[src/design/pft_pkg.sv]
// Package for the physical frame table: field widths, table entry layout,
// request/result words and the controller/datapath command and status structs.
// No dependencies.
package pft_pkg;

	localparam int FRAME_COUNT   = 1024;
	localparam int PROCESS_COUNT = 64;

	localparam int FRAME_W  = (FRAME_COUNT > 1) ? $clog2(FRAME_COUNT) : 1;
	localparam int OWNER_W  = $clog2(PROCESS_COUNT + 1);
	localparam int INDEX_W  = 10;
	localparam int PID_W    = 6;
	localparam int PAGE_W   = 20;
	localparam int KIND_W   = 2;

	localparam logic [KIND_W-1:0] KIND_DIR  = 2'd0;
	localparam logic [KIND_W-1:0] KIND_TBL  = 2'd1;
	localparam logic [KIND_W-1:0] KIND_PAGE = 2'd2;
	localparam logic [KIND_W-1:0] KIND_NONE = 2'd3;

	localparam logic STATUS_OK  = 1'b0;
	localparam logic STATUS_ERR = 1'b1;

	typedef enum logic [1:0] {
		OP_ALLOC = 2'd0,
		OP_MAP   = 2'd1,
		OP_FIND  = 2'd2,
		OP_FREE  = 2'd3
	} op_t;

	typedef struct packed {
		op_t               opcode;
		logic [INDEX_W-1:0] frame_index;
		logic [PID_W-1:0]   process_id;
		logic [PAGE_W-1:0]  virtual_page;
		logic [KIND_W-1:0]  frame_kind;
	} req_t;

	typedef struct packed {
		logic               status;
		logic [INDEX_W-1:0] frame_out;
		logic               enqueue_page;
		logic               clear_contents;
		logic               write_back;
		logic [PAGE_W-1:0]  write_back_page;
		logic [PID_W-1:0]   write_back_process;
	} res_t;

	typedef struct packed {
		logic               mapped;
		logic [OWNER_W-1:0] owner;
		logic [PAGE_W-1:0]  page;
		logic [KIND_W-1:0]  kind;
		logic               refcnt;
		logic               dirty;
	} entry_t;

	localparam entry_t ENTRY_RESET = '{
		mapped: 1'b0,
		owner:  OWNER_W'(PROCESS_COUNT),
		page:   {PAGE_W{1'b1}},
		kind:   KIND_NONE,
		refcnt: 1'b0,
		dirty:  1'b1
	};

	typedef enum logic {
		ADDR_CNT = 1'b0,
		ADDR_REQ = 1'b1
	} addr_sel_t;

	typedef enum logic {
		WD_RESET = 1'b0,
		WD_MAP   = 1'b1
	} wd_sel_t;

	typedef enum logic [1:0] {
		RES_HIT  = 2'd0,
		RES_MISS = 2'd1,
		RES_MAP  = 2'd2,
		RES_FREE = 2'd3
	} res_sel_t;

	typedef struct packed {
		logic      req_load;
		logic      cnt_clr;
		logic      cnt_inc;
		logic      mem_re;
		logic      mem_we;
		addr_sel_t addr_sel;
		wd_sel_t   wd_sel;
		logic      res_load;
		res_sel_t  res_sel;
		logic      out_load;
	} cmd_t;

	typedef struct packed {
		logic hit;
		logic last;
		logic idx_ok;
		logic free_ok;
		logic out_free;
		logic cnt_last;
	} stat_t;

endpackage

[src/design/pft_ctrl.sv]
// Controller of the physical frame table: clearing pass, request dispatch,
// table scan sequencing and result hand-off.
// Depends on pft_pkg.
module pft_ctrl (
	input  logic           clk,
	input  logic           arst_n,
	input  logic           in_valid,
	input  pft_pkg::op_t   opcode,
	output logic           in_ready,
	input  pft_pkg::stat_t stat,
	output pft_pkg::cmd_t  cmd
);
	import pft_pkg::*;

	typedef enum logic [2:0] {
		ST_CLEAR,
		ST_IDLE,
		ST_SCAN,
		ST_MAP,
		ST_FREE_RD,
		ST_FREE_CHK,
		ST_FINISH
	} state_t;

	state_t state_q;
	state_t state_d;

	assign in_ready = (state_q == ST_IDLE);

	always_comb begin
		cmd      = '0;
		state_d  = state_q;
		unique case (state_q)
			ST_CLEAR: begin
				cmd.mem_we   = 1'b1;
				cmd.addr_sel = ADDR_CNT;
				cmd.wd_sel   = WD_RESET;
				cmd.cnt_inc  = 1'b1;
				if (stat.cnt_last) begin
					cmd.cnt_clr = 1'b1;
					state_d     = ST_IDLE;
				end
			end
			ST_IDLE: begin
				cmd.cnt_clr = 1'b1;
				if (in_valid) begin
					cmd.req_load = 1'b1;
					unique case (opcode)
						OP_ALLOC, OP_FIND: state_d = ST_SCAN;
						OP_MAP:            state_d = ST_MAP;
						OP_FREE:           state_d = ST_FREE_RD;
						default:           state_d = ST_IDLE;
					endcase
				end
			end
			ST_SCAN: begin
				cmd.mem_re   = 1'b1;
				cmd.addr_sel = ADDR_CNT;
				cmd.cnt_inc  = !stat.cnt_last;
				priority if (stat.hit) begin
					cmd.res_load = 1'b1;
					cmd.res_sel  = RES_HIT;
					state_d      = ST_FINISH;
				end else if (stat.last) begin
					cmd.res_load = 1'b1;
					cmd.res_sel  = RES_MISS;
					state_d      = ST_FINISH;
				end
			end
			ST_MAP: begin
				cmd.mem_we   = stat.idx_ok;
				cmd.addr_sel = ADDR_REQ;
				cmd.wd_sel   = WD_MAP;
				cmd.res_load = 1'b1;
				cmd.res_sel  = RES_MAP;
				state_d      = ST_FINISH;
			end
			ST_FREE_RD: begin
				cmd.mem_re   = stat.idx_ok;
				cmd.addr_sel = ADDR_REQ;
				state_d      = ST_FREE_CHK;
			end
			ST_FREE_CHK: begin
				cmd.mem_we   = stat.free_ok;
				cmd.addr_sel = ADDR_REQ;
				cmd.wd_sel   = WD_RESET;
				cmd.res_load = 1'b1;
				cmd.res_sel  = RES_FREE;
				state_d      = ST_FINISH;
			end
			ST_FINISH: begin
				if (stat.out_free) begin
					cmd.out_load = 1'b1;
					state_d      = ST_IDLE;
				end
			end
			default: state_d = ST_IDLE;
		endcase
	end

	always_ff @(posedge clk or negedge arst_n) begin
		if (!arst_n) begin
			state_q <= ST_CLEAR;
		end else begin
			state_q <= state_d;
		end
	end

	a_out_load_free: assert property (@(posedge clk) disable iff (!arst_n)
		cmd.out_load |-> stat.out_free)
		else $error("result moved into a busy output register");

	a_req_write_in_range: assert property (@(posedge clk) disable iff (!arst_n)
		(cmd.mem_we && (cmd.addr_sel == ADDR_REQ)) |-> stat.idx_ok)
		else $error("table write at a frame index out of range");

	a_one_at_a_time: assert property (@(posedge clk) disable iff (!arst_n)
		(in_valid && in_ready) |=> !in_ready)
		else $error("second request taken while one is in progress");

	a_hit_ends_scan: assert property (@(posedge clk) disable iff (!arst_n)
		((state_q == ST_SCAN) && stat.hit) |=> (state_q == ST_FINISH) && !in_ready)
		else $error("scan hit did not end the scan");

endmodule

[config.mk]
export PLATFORM = sky130hd
export DESIGN_NAME = pft_ctrl
export DESIGN_NICKNAME = d
export VERILOG_FILES = /design/src/design/pft_pkg.sv /design/src/design/pft_ctrl.sv
export SDC_FILE = /design/constraint.sdc
export NUM_CORES = 1
export LEC_CHECK = 0
export ABC_AREA = 1
export ABC_CLOCK_PERIOD_IN_PS = 1000
export BUFFER_PORTS_ARGS = -buffer_cell sky130_fd_sc_hd__buf_2
export CAP_MARGIN = 40
export CORE_AREA = 2 2 39 41
export CTS_CLUSTER_DIAMETER = 30
export DETAILED_ROUTE_END_ITERATION = 6
export DIE_AREA = 0 0 41 43
export MAX_ROUTING_LAYER = met4
export SYNTH_ARGS = -nofsm -noshare
export SYNTH_HDL_FRONTEND = slang
export SYNTH_SLANG_ARGS = --single-unit
[constraint.sdc]
create_clock -name clk -period 1 [get_ports clk]
set_input_delay 0.05 -clock clk [delete_from_list [all_inputs] [get_ports clk]]
set_output_delay 0.05 -clock clk [all_outputs]
set_load 0.01 [all_outputs]
; Yosys cells after proc, flatten, opt, wreduce, memory -nomap -nowiden
; Index checks and enable logic that the tools add are counted.
[op_classes]
n_eq_ne = 13
mux = 21
n_reduce_logical = 7
[ops]
columns = cell, n
row1 = 3-bit two-way mux, 7
row2 = 3-bit one-hot mux with 3 select lines, 2
row3 = 3-bit one-hot mux with 6 select lines, 1
row4 = 3-bit == test (second input constant), 3
row5 = 1-bit two-way mux, 7
row6 = 3-bit by 2-bit == test with 1-bit output (second input constant), 2
row7 = 2-bit != test (second input constant), 3
row8 = 1-bit one-hot mux with 2 select lines, 3
row9 = 2-bit == test (second input constant), 2
row10 = 4-bit AND reduction, 1
row11 = 2-bit OR reduction, 2
row12 = 3-bit by 1-bit == test with 1-bit output (second input constant), 1
row13 = 3-bit logical NOT, 1
row14 = 3-bit != test (second input constant), 1
row15 = 1-bit one-hot mux with 3 select lines, 1
row16 = 3-bit OR reduction, 1
row17 = 2-bit by 1-bit == test with 1-bit output (second input constant), 1
row18 = 2-bit logical NOT, 1
row19 = 1-bit logical NOT, 1
[word_totals]
ff_bits = 3
input_bits = 11
output_inout_bits = 12
elab_cells = 42

; Longest topological paths before layout
; Gate-level depths: netlist of the first run.
[logic_depth]
depth_word = 5
mapped_depth = 9
mapped_depth_nobuf = 8

; Least setup slack after synthesis of the first run
; OpenSTA, ideal clock, no wires.
[synth_path]
path_type = reg-to-reg
from = register state_q[1]
to = register state_q[2]
setup_time_ns = 0.118
arrival_time_ns = 1.066
t_required_ns = 0.882
slack_ns = -0.185
path_stages_with_launch = 9
path_buffers = 0
period_less_slack_ns = 1.185
path_cell_list = dfrtp_1 inv_2 nand2_2 nor2_2 nand2_1 nand2_1 nor2_2 nand2_1 nand2_1
[synth_between]
elab_chain_len = 3
elab_cells_between_ends = 14
classes_between = 10 x eq/ne / 1 x mux / 3 x reduce/logical
[synth_lines]
columns = item, line
row1 = start: declaration, pft_ctrl.sv:25  ; state_t state_q;
row2 = start signal: assignment, pft_ctrl.sv:105  ; state_q <= state_d;
row3 = 3-bit by 1-bit == test with 1-bit output (*), n/a
row4 = named net in_ready, pft_ctrl.sv:9  ; output logic in_ready,
row5 = 2-bit != test (no line), n/a
row6 = 4-bit AND reduction (no line), n/a
; Mark *: on every way through the listed nets, which the timed path passes. The rest lies on a longest branch.
; A chain may end at the register's enable or synchronous reset.

==> results.json, run 1 <==
{
  "status": "complete, but fails checks",
  "violations": "negative setup slack",
  "drc": 0,
  "final_cell_mix": "buf_2, nand2_1, buf_4",
  "diodes": 0,
  "tightest_slew_ps": 238,
  "die_h_um": 43,
  "grt_pass1_vias": 479,
  "gr-total-overflow": 0,
  "dp.final_hpwl_um": 882,
  "fin_ws_ps": -315,
  "fmax_ghz": 0.761,
  "gp_congestion": 0.798,
  "crit_fanout": 4,
  "first_pass_iters": 2,
  "io_pins": 23,
  "setup_viol": 15,
  "ant_nets": 0,
  "hold_slack_ps": 130,
  "p_switching_uw": 1260,
  "place_ws_ps": -193,
  "p_leak_uw": 0.000435,
  "syn_avg_cell_area_um2": 5.70,
  "power.density_nw_per_um2": 3630,
  "relSlewSlack_pct": 84.0,
  "htree_levels": 1,
  "maxSlewViolCount": 0,
  "mostFrequentLayoutCell": "buf_2",
  "final_area_um2": 747,
  "area_delta_synth_final_pct": 102,
  "yosys_warnings": 0,
  "grt_max_degree": 7,
  "layoutNonFillerInstCount": 125,
  "finalCriticalPeriod_ps": 1310,
  "synth-xor-area-share_pct": 0,
  "synth-seq-cells": 3,
  "fin_crit_sh_pct": 131,
  "drive_gt1_share_pct": 62.4,
  "ys_seq_area_share_pct": 20.3,
  "path_cells": "inv_4, buf_4, nor4_1, buf_2",
  "largestRegisters": "state_q x3",
  "portBuffers": 22,
  "top_register": "state_q",
  "vias": 559,
  "grt_setup_unrepaired": "yes",
  "combPwrFrac_pct": 79.0,
  "clk_pin_slew_ps": 40,
  "fin_skew_ps": 10.4,
  "die_w_um": 41,
  "cts_tree": "built",
  "dp_cells": 114,
  "intPower_uw": 1450,
  "clock_path_buffers": 2,
  "vdd_ir_drop_max_mv": 1.81,
  "swShare_pct": 46.4,
  "clock_latency_ps": 240,
  "synth_top_family_by_area": "simple AND/OR/NAND/NOR gates",
  "post_drt_wl_per_cell_um": 9.34,
  "dpl_cell_area_um2": 588,
  "synthSimpleGateAreaFrac_pct": 52.4,
  "die_area_um2": 1760,
  "hold_viol": 0,
  "pwr-share-clk_pct": 8.1,
  "synth.distinct_cells": 16,
  "crit_path_top_delay_cell": "dfrtp_2",
  "endpoint_kind": "output port",
  "syn_area_um2": 370,
  "start_util_pct": 26.8,
  "vias_per_cell": 4.47,
  "maxCapViolations": 0,
  "rr_startpoint": "state_q[0]",
  "seqPwrFrac_pct": 12.9,
  "antenna_found_initial": 0,
  "numCtsBuffers": 3,
  "nNetsFinal": 121,
  "cts_root_buf": "clkbuf_4",
  "synth_compound_area_share_pct": 11.1,
  "required_ps": 950,
  "critical_path_class": "flop to output port",
  "r2r_slack_ps": -220,
  "slowest_delay_ps": 430,
  "rows": 14,
  "grt_pass1_wl_um": 1980,
  "startpoint_type": "flop",
  "min_path_type": "primary input to asynchronous set/reset pin",
  "setup.worst_path.end": "cmd[0]",
  "worst-r2r-cell-count": 7,
  "postSynthCellCount": 65,
  "grt_usage_pct": 16.7,
  "worstPathArrival_ps": 1260,
  "synth_fa_ha_area_share_pct": 0,
  "syn_nets": 76,
  "muxShareOfSynthArea_pct": 0,
  "r2r_end": "state_q[1]",
  "cts.sinks": 3,
  "drt-initial-drc-count": 4,
  "largest_reg_flops": 3,
  "cp-startpoint": "state_q[1]",
  "final_core_util_pct": 54.0,
  "coreArea_um2": 1380,
  "route.final.wire_length_um": 1170,
  "num-fill-cells": 133
}
cell families (layout without fill, tap and decap cells):
| group | count (synthesis) | count (layout) |
|---|---|---|
| AOI/OAI and AO/OA | 7 | 7 |
| and+or+nand+nor | 41 | 41 |
| DFF | 3 | 3 |
| buffers and inverters | 14 | 58 |
Yosys cell counts, drive strengths merged:
cell	instances	area (µm²)
nand2	23	93.8
dfrtp	3	75.1
nor4	1	6.26
buf	1	11.3
nand4	3	18.8
nor2	10	42.5
o21bai	1	7.51
o21ai	2	10.0
nand3	4	32.5
a21oi	3	15.0
inv	13	48.8
a31o	1	8.76
routing by layer:
| layer | share of wire (%) | vias up | global-route usage (%) |
|---|---|---|---|
| li1 | - | 292 | - |
| met1 | 41 | 249 | 19.7 |
| met5 | 0 | - | - |
| met2 | 51 | 16 | 25.9 |
| met4 | 1.2 | 0 | 6.00 |
| met3 | 6.3 | 2 | 4.71 |
worst min-delay path by stage:
stage | slack, ps | endpoint | cells after the start | start
floorplan | -250 | state_q[0] | 0 | arst_n
global placement | -150 | state_q[0] | 1 | arst_n
detailed placement | -150 | state_q[2] | 1 | arst_n
CTS | 120 | state_q[0] | 2 | arst_n
global route | 150 | state_q[0] | 2 | arst_n
finish | 130 | state_q[0] | 2 | arst_n
power by group through the flow:
| stage | clock, µW | combinational (µW) | sequential, µW |
|---|---|---|---|
| after global placement | 0 | 1650 | 295 |
| after floorplan | 0 | 997 | 276 |
| final | 221 | 2140 | 350 |
| after detailed placement | 0 | 1660 | 293 |
| after global routing | 238 | 2360 | 365 |
| after CTS | 230 | 1970 | 311 |
critical path, delay by kind of cell (launching register included):
| family | cells | cell delay [ps] |
|---|---|---|
| simple gates | 1 | 230 |
| buf+inv | 3 | 380 |
| flops | 1 | 430 |
through the flow:
stage,setup TNS (ps),total power [µW]
3_3_place_gp,-1100,1950
5_1_grt,-4860,2970
4_1_cts,-3830,2510
6_report,-3690,2710
3_5_place_dp,-1070,1960
2_1_floorplan,-348,1270
cell type report:
| cell class | instances | area [µm²] | share of cell area, % |
|---|---|---|---|
| Timing Repair Buffer | 41 | 293 | 39.2 |
| Inverter | 13 | 53.8 | 7.20 |
| Multi-Input combinational cell | 48 | 275 | 36.9 |
| Tap cell | 16 | 20.0 | 2.68 |
| Clock buffer | 4 | 26.3 | 3.52 |
| Sequential cell | 3 | 78.8 | 10.6 |
repair_timing:
item,CTS,global route
endpoints found under the hold margin,3,0
endpoints found under the setup margin,15,15
buffers inserted,4,2
gates resized for setup,13,12
pin swaps,3,6
hold buffers,1,0
Power figures use the tool's default switching activity.
==> run 2: changes to the inputs <==
SKIP_LAST_GASP = 1   (was unset)
==> results.json, run 2 (synthesis gave the netlist of run 1 again) <==
{
  "status": "complete, but fails checks",
  "violations": "negative setup slack",
  "gp_congestion": 0.798,
  "startpoint_type": "flop",
  "diodes": 0,
  "dp.final_hpwl_um": 882,
  "hold_slack_ps": 130,
  "vias": 570,
  "grt_pass1_vias": 480,
  "fin_skew_ps": 10.7,
  "nNetsFinal": 121,
  "top_register": "state_q",
  "crit_family": "flip-flops",
  "io_pins": 23,
  "post_drt_wl_per_cell_um": 10.6,
  "min_path_type": "primary input to asynchronous set/reset pin",
  "crit_fanout": 5,
  "route.final.wire_length_um": 1330,
  "place_ws_ps": -193,
  "die_h_um": 43,
  "cts_root_buf": "clkbuf_4",
  "p_total_uw": 2890,
  "ant_nets": 0,
  "endpoint_kind": "output port",
  "grt_usage_pct": 16.6,
  "combPwrFrac_pct": 80.0,
  "r2r_slack_ps": -230,
  "cts.sinks": 3,
  "drive_gt1_share_pct": 65.1,
  "cp-startpoint": "state_q[1]",
  "clock_path_buffers": 2,
  "tightest_slew_ps": 178,
  "portBuffers": 22,
  "drc": 0,
  "worstPathArrival_ps": 1270,
  "vias_per_cell": 4.56,
  "largest_reg_flops": 3,
  "swShare_pct": 47.6,
  "largestRegisters": "state_q x3",
  "slowest_delay_ps": 450,
  "gr-total-overflow": 0,
  "die_w_um": 41,
  "fin_ws_ps": -323,
  "p_leak_uw": 0.000446,
  "crit_buf_inv": 3,
  "setup_viol": 15,
  "clock_latency_ps": 240,
  "hold_viol": 0,
  "first_pass_iters": 4,
  "mostFrequentLayoutCell": "buf_2",
  "antenna_found_initial": 0,
  "fmax_ghz": 0.756,
  "finalCriticalPeriod_ps": 1320,
  "grt_pass1_wl_um": 1970,
  "drt-initial-drc-count": 3,
  "seqPwrFrac_pct": 12.4,
  "cpMostUsedCell": "buf_6",
  "rows": 14,
  "r2r_end": "state_q[1]",
  "grt_max_degree": 7,
  "power.density_nw_per_um2": 3700,
  "rr_startpoint": "state_q[0]",
  "intPower_uw": 1510,
  "fin_crit_sh_pct": 132,
  "crit_cells": 5,
  "crit_path_top_delay_cell": "dfrtp_2",
  "required_ps": 950,
  "critical_path_class": "flop to output port",
  "coreArea_um2": 1380,
  "worst-r2r-cell-count": 7,
  "clk_pin_slew_ps": 40,
  "die_area_um2": 1760,
  "pwr-share-clk_pct": 7.6,
  "numCtsBuffers": 3,
  "p_switching_uw": 1380,
  "maxSlewViolCount": 0,
  "maxCapViolations": 0,
  "setup.worst_path.end": "cmd[1]",
  "start_util_pct": 26.8,
  "final_cell_mix": "buf_2, nand2_1, buf_4",
  "htree_levels": 1,
  "area_delta_synth_final_pct": 111,
  "vdd_ir_drop_max_mv": 1.85,
  "relSlewSlack_pct": 88.1,
  "path_cells": "buf_6, nand3_4, inv_2, a31o_4, buf_6",
  "grt_setup_unrepaired": "yes",
  "cts_tree": "built"
}
-- run 2: cell counts in the layout (fill, tap and decap cells not counted) --
Identical to the previous run, type by type.
-- run 2: what timing repair did --
item                                   4_1_cts  5_1_grt
pin swaps                                    3        7
buffers inserted                             4        2
hold buffers                                 1        0
gates resized for setup                     12       20
endpoints found under the hold margin        3        0
setup endpoints to repair                   15       15
-- run 2: cell type report --
| class | instances | area (µm²) |
|---|---|---|
| Clock buffer | 4 | 26.3 |
| Multi-Input combinational cell | 48 | 305 |
| Tap cell | 16 | 20.0 |
| Timing Repair Buffer | 41 | 297 |
| Inverter | 13 | 53.8 |
| Fill cell | 125 | 603 |
| Sequential cell | 3 | 78.8 |
-- run 2: how the worst min path moves through the flow --
stage               slack, ps          to  startpoint
floorplan                -250  state_q[0]      arst_n
global placement         -150  state_q[0]      arst_n
detailed placement       -150  state_q[2]      arst_n
CTS                       120  state_q[0]      arst_n
global route              150  state_q[0]      arst_n
finish                    130  state_q[0]      arst_n
-- run 2: metrics by stage --
step	setup TNS (ps)	util [%]	cells	instance area (µm²)
3_5_place_dp	-1070	42.5	114	588
2_1_floorplan	-348	-	65	379
4_1_cts	-3840	49.6	123	687
5_1_grt	-4950	56.4	125	781
3_3_place_gp	-1100	42.5	114	588
6_report	-3830	56.4	125	781
-- run 2: routing by layer --
layer	GRT usage [%]	share of wire (%)	vias to the layer above
met2	25.9	53	18
li1	-	-	291
met5	-	0	-
met4	6.00	0.98	0
met1	19.4	40	259
met3	4.71	5.8	2
-- run 2: power groups by stage --
stage | sequential, µW | combinational (µW) | clock, µW
after floorplan | 276 | 997 | 0
after global placement | 295 | 1650 | 0
after detailed placement | 293 | 1660 | 0
after CTS | 311 | 1940 | 230
after global routing | 374 | 2520 | 238
final | 357 | 2310 | 221
==> run 3: changes to the inputs <==
CORE_AREA = unset   (was 2 2 39 41)
CORE_UTILIZATION = 25   (was unset)
DIE_AREA = unset   (was 0 0 41 43)
==> results.json, run 3 (synthesis gave the netlist of run 1 again) <==
{
  "status": "complete, but fails checks",
  "violations": "negative setup slack",
  "cts_root_buf": "clkbuf_4",
  "crit_path_top_delay_cell": "dfrtp_2",
  "io_pins": 23,
  "post_drt_wl_per_cell_um": 11.0,
  "clock_path_buffers": 2,
  "area_delta_synth_final_pct": 110,
  "r2r_slack_ps": -280,
  "vdd_ir_drop_max_mv": 1.24,
  "dpl_cell_area_um2": 564,
  "rr_startpoint": "state_q[1]",
  "drive_gt1_share_pct": 63.9,
  "cts_tree": "built",
  "hold_end": "state_q[0]",
  "rows": 13,
  "antenna_found_initial": 0,
  "diodes": 0,
  "worstPathArrival_ps": 1310,
  "crit_buf_inv": 3,
  "ant_nets": 0,
  "grt_max_degree": 7,
  "vias_per_cell": 4.62,
  "endpoint_kind": "output port",
  "hold_viol": 0,
  "largest_reg_flops": 3,
  "nNetsFinal": 120,
  "required_ps": 950,
  "min_path_type": "primary input to flop",
  "r2r_end": "state_q[2]",
  "maxSlewViolCount": 0,
  "worst-r2r-cell-count": 7,
  "fin_skew_ps": 3.57,
  "final_cell_mix": "buf_2, nand2_1, buf_6",
  "htree_levels": 1,
  "cpMostUsedCell": "buf_6",
  "critical_path_class": "flop to output port",
  "min_path_cells": 4,
  "grt_usage_pct": 19.0,
  "numCtsBuffers": 3,
  "crit_fanout": 4,
  "slowest_delay_ps": 460,
  "vias": 568,
  "crit_family": "flip-flops",
  "start_util_pct": 27.8,
  "fin_ws_ps": -355,
  "clock_latency_ps": 230,
  "min_from": "in_valid",
  "gp_congestion": 0.811,
  "grt_pass1_wl_um": 2010,
  "cts.sinks": 3,
  "drt-initial-drc-count": 6,
  "path_cells": "buf_6, nand3_4, inv_2, a31o_2, buf_6",
  "p_leak_uw": 0.000453,
  "mostFrequentLayoutCell": "buf_2",
  "die_w_um": 40.5,
  "tightest_slew_ps": 236,
  "setup_viol": 15,
  "power.density_nw_per_um2": 3770,
  "num-fill-cells": 123,
  "maxCapViolations": 0,
  "dp.final_hpwl_um": 872,
  "finalCriticalPeriod_ps": 1360,
  "relSlewSlack_pct": 84.2,
  "p_total_uw": 2930,
  "drc": 0,
  "grt_pass1_vias": 523,
  "coreArea_um2": 1330,
  "portBuffers": 22,
  "die_h_um": 40.5,
  "fin_crit_sh_pct": 136,
  "hold_slack_ps": 97.1,
  "startpoint_type": "flop",
  "grt_setup_unrepaired": "yes",
  "fmax_ghz": 0.738,
  "first_pass_iters": 4,
  "route.final.wire_length_um": 1360,
  "place_ws_ps": -189,
  "largestRegisters": "state_q x3",
  "top_register": "state_q",
  "gr-total-overflow": 0,
  "clk_pin_slew_ps": 40,
  "final_area_um2": 777,
  "die_area_um2": 1640
}
==> run 3: layout make-up <==
type | count | area [µm²] | share of cell area [%]
clock buffer | 4 | 26.3 | 3.38
inverter | 13 | 53.8 | 6.92
multi-input combinational | 48 | 297 | 38.2
sequential | 3 | 78.8 | 10.1
tap | 15 | 18.8 | 2.42
timing repair buffer | 40 | 303 | 39.0
==> run 3: power breakdown <==
group | internal, µW | switching, µW
clock network | 150 | 63.3
logic | 1180 | 1170
registers | 207 | 164
==> run 3: worst max path at each step <==
stage               startpoint         end  cells past startpoint  slack, ps
floorplan           state_q[1]  state_q[2]                      8       -130
global placement    state_q[0]  state_q[0]                      7       -210
detailed placement  state_q[2]  state_q[2]                      8       -190
CTS                 state_q[0]      cmd[8]                      5       -310
global route        state_q[1]      cmd[2]                      6       -400
finish              state_q[1]      cmd[1]                      5       -360
==> run 3: per-layer routing <==
| layer | GRT usage [%] | vias up | wire, µm |
|---|---|---|---|
| li1 | - | 292 | - |
| met1 | 19.9 | 243 | 573 |
| met2 | 33.3 | 25 | 653 |
| met3 | 2.78 | 8 | 81 |
| met4 | 10.8 | 0 | 48 |
| met5 | - | - | 0 |
==> run 3: stage by stage <==
step | utilization (%) | setup TNS, ps | std cells
final | 58.3 | -4190 | 123
after global routing | 58.3 | -5090 | 123
after CTS | 56.9 | -3690 | 123
after detailed placement | 42.3 | -1220 | 110
after global placement | 42.3 | -1170 | 110
after floorplan | - | -348 | 65
==> run 3: repair_timing <==
item / 4_1_cts / 5_1_grt
setup buffers: 8 / 0
endpoints found under the hold margin: 3 / 0
hold buffers: 1 / 0
gates cloned: 0 / 0
pin swaps: 11 / 4
endpoints found under the setup margin: 15 / 15
gates resized for setup: 29 / 6
==> run 3: tightest hold or removal path: cells and delay by family <==
family,cells,cell delay [ps]
AND/OR/NAND/NOR,2,120
buffers and inverters,2,110
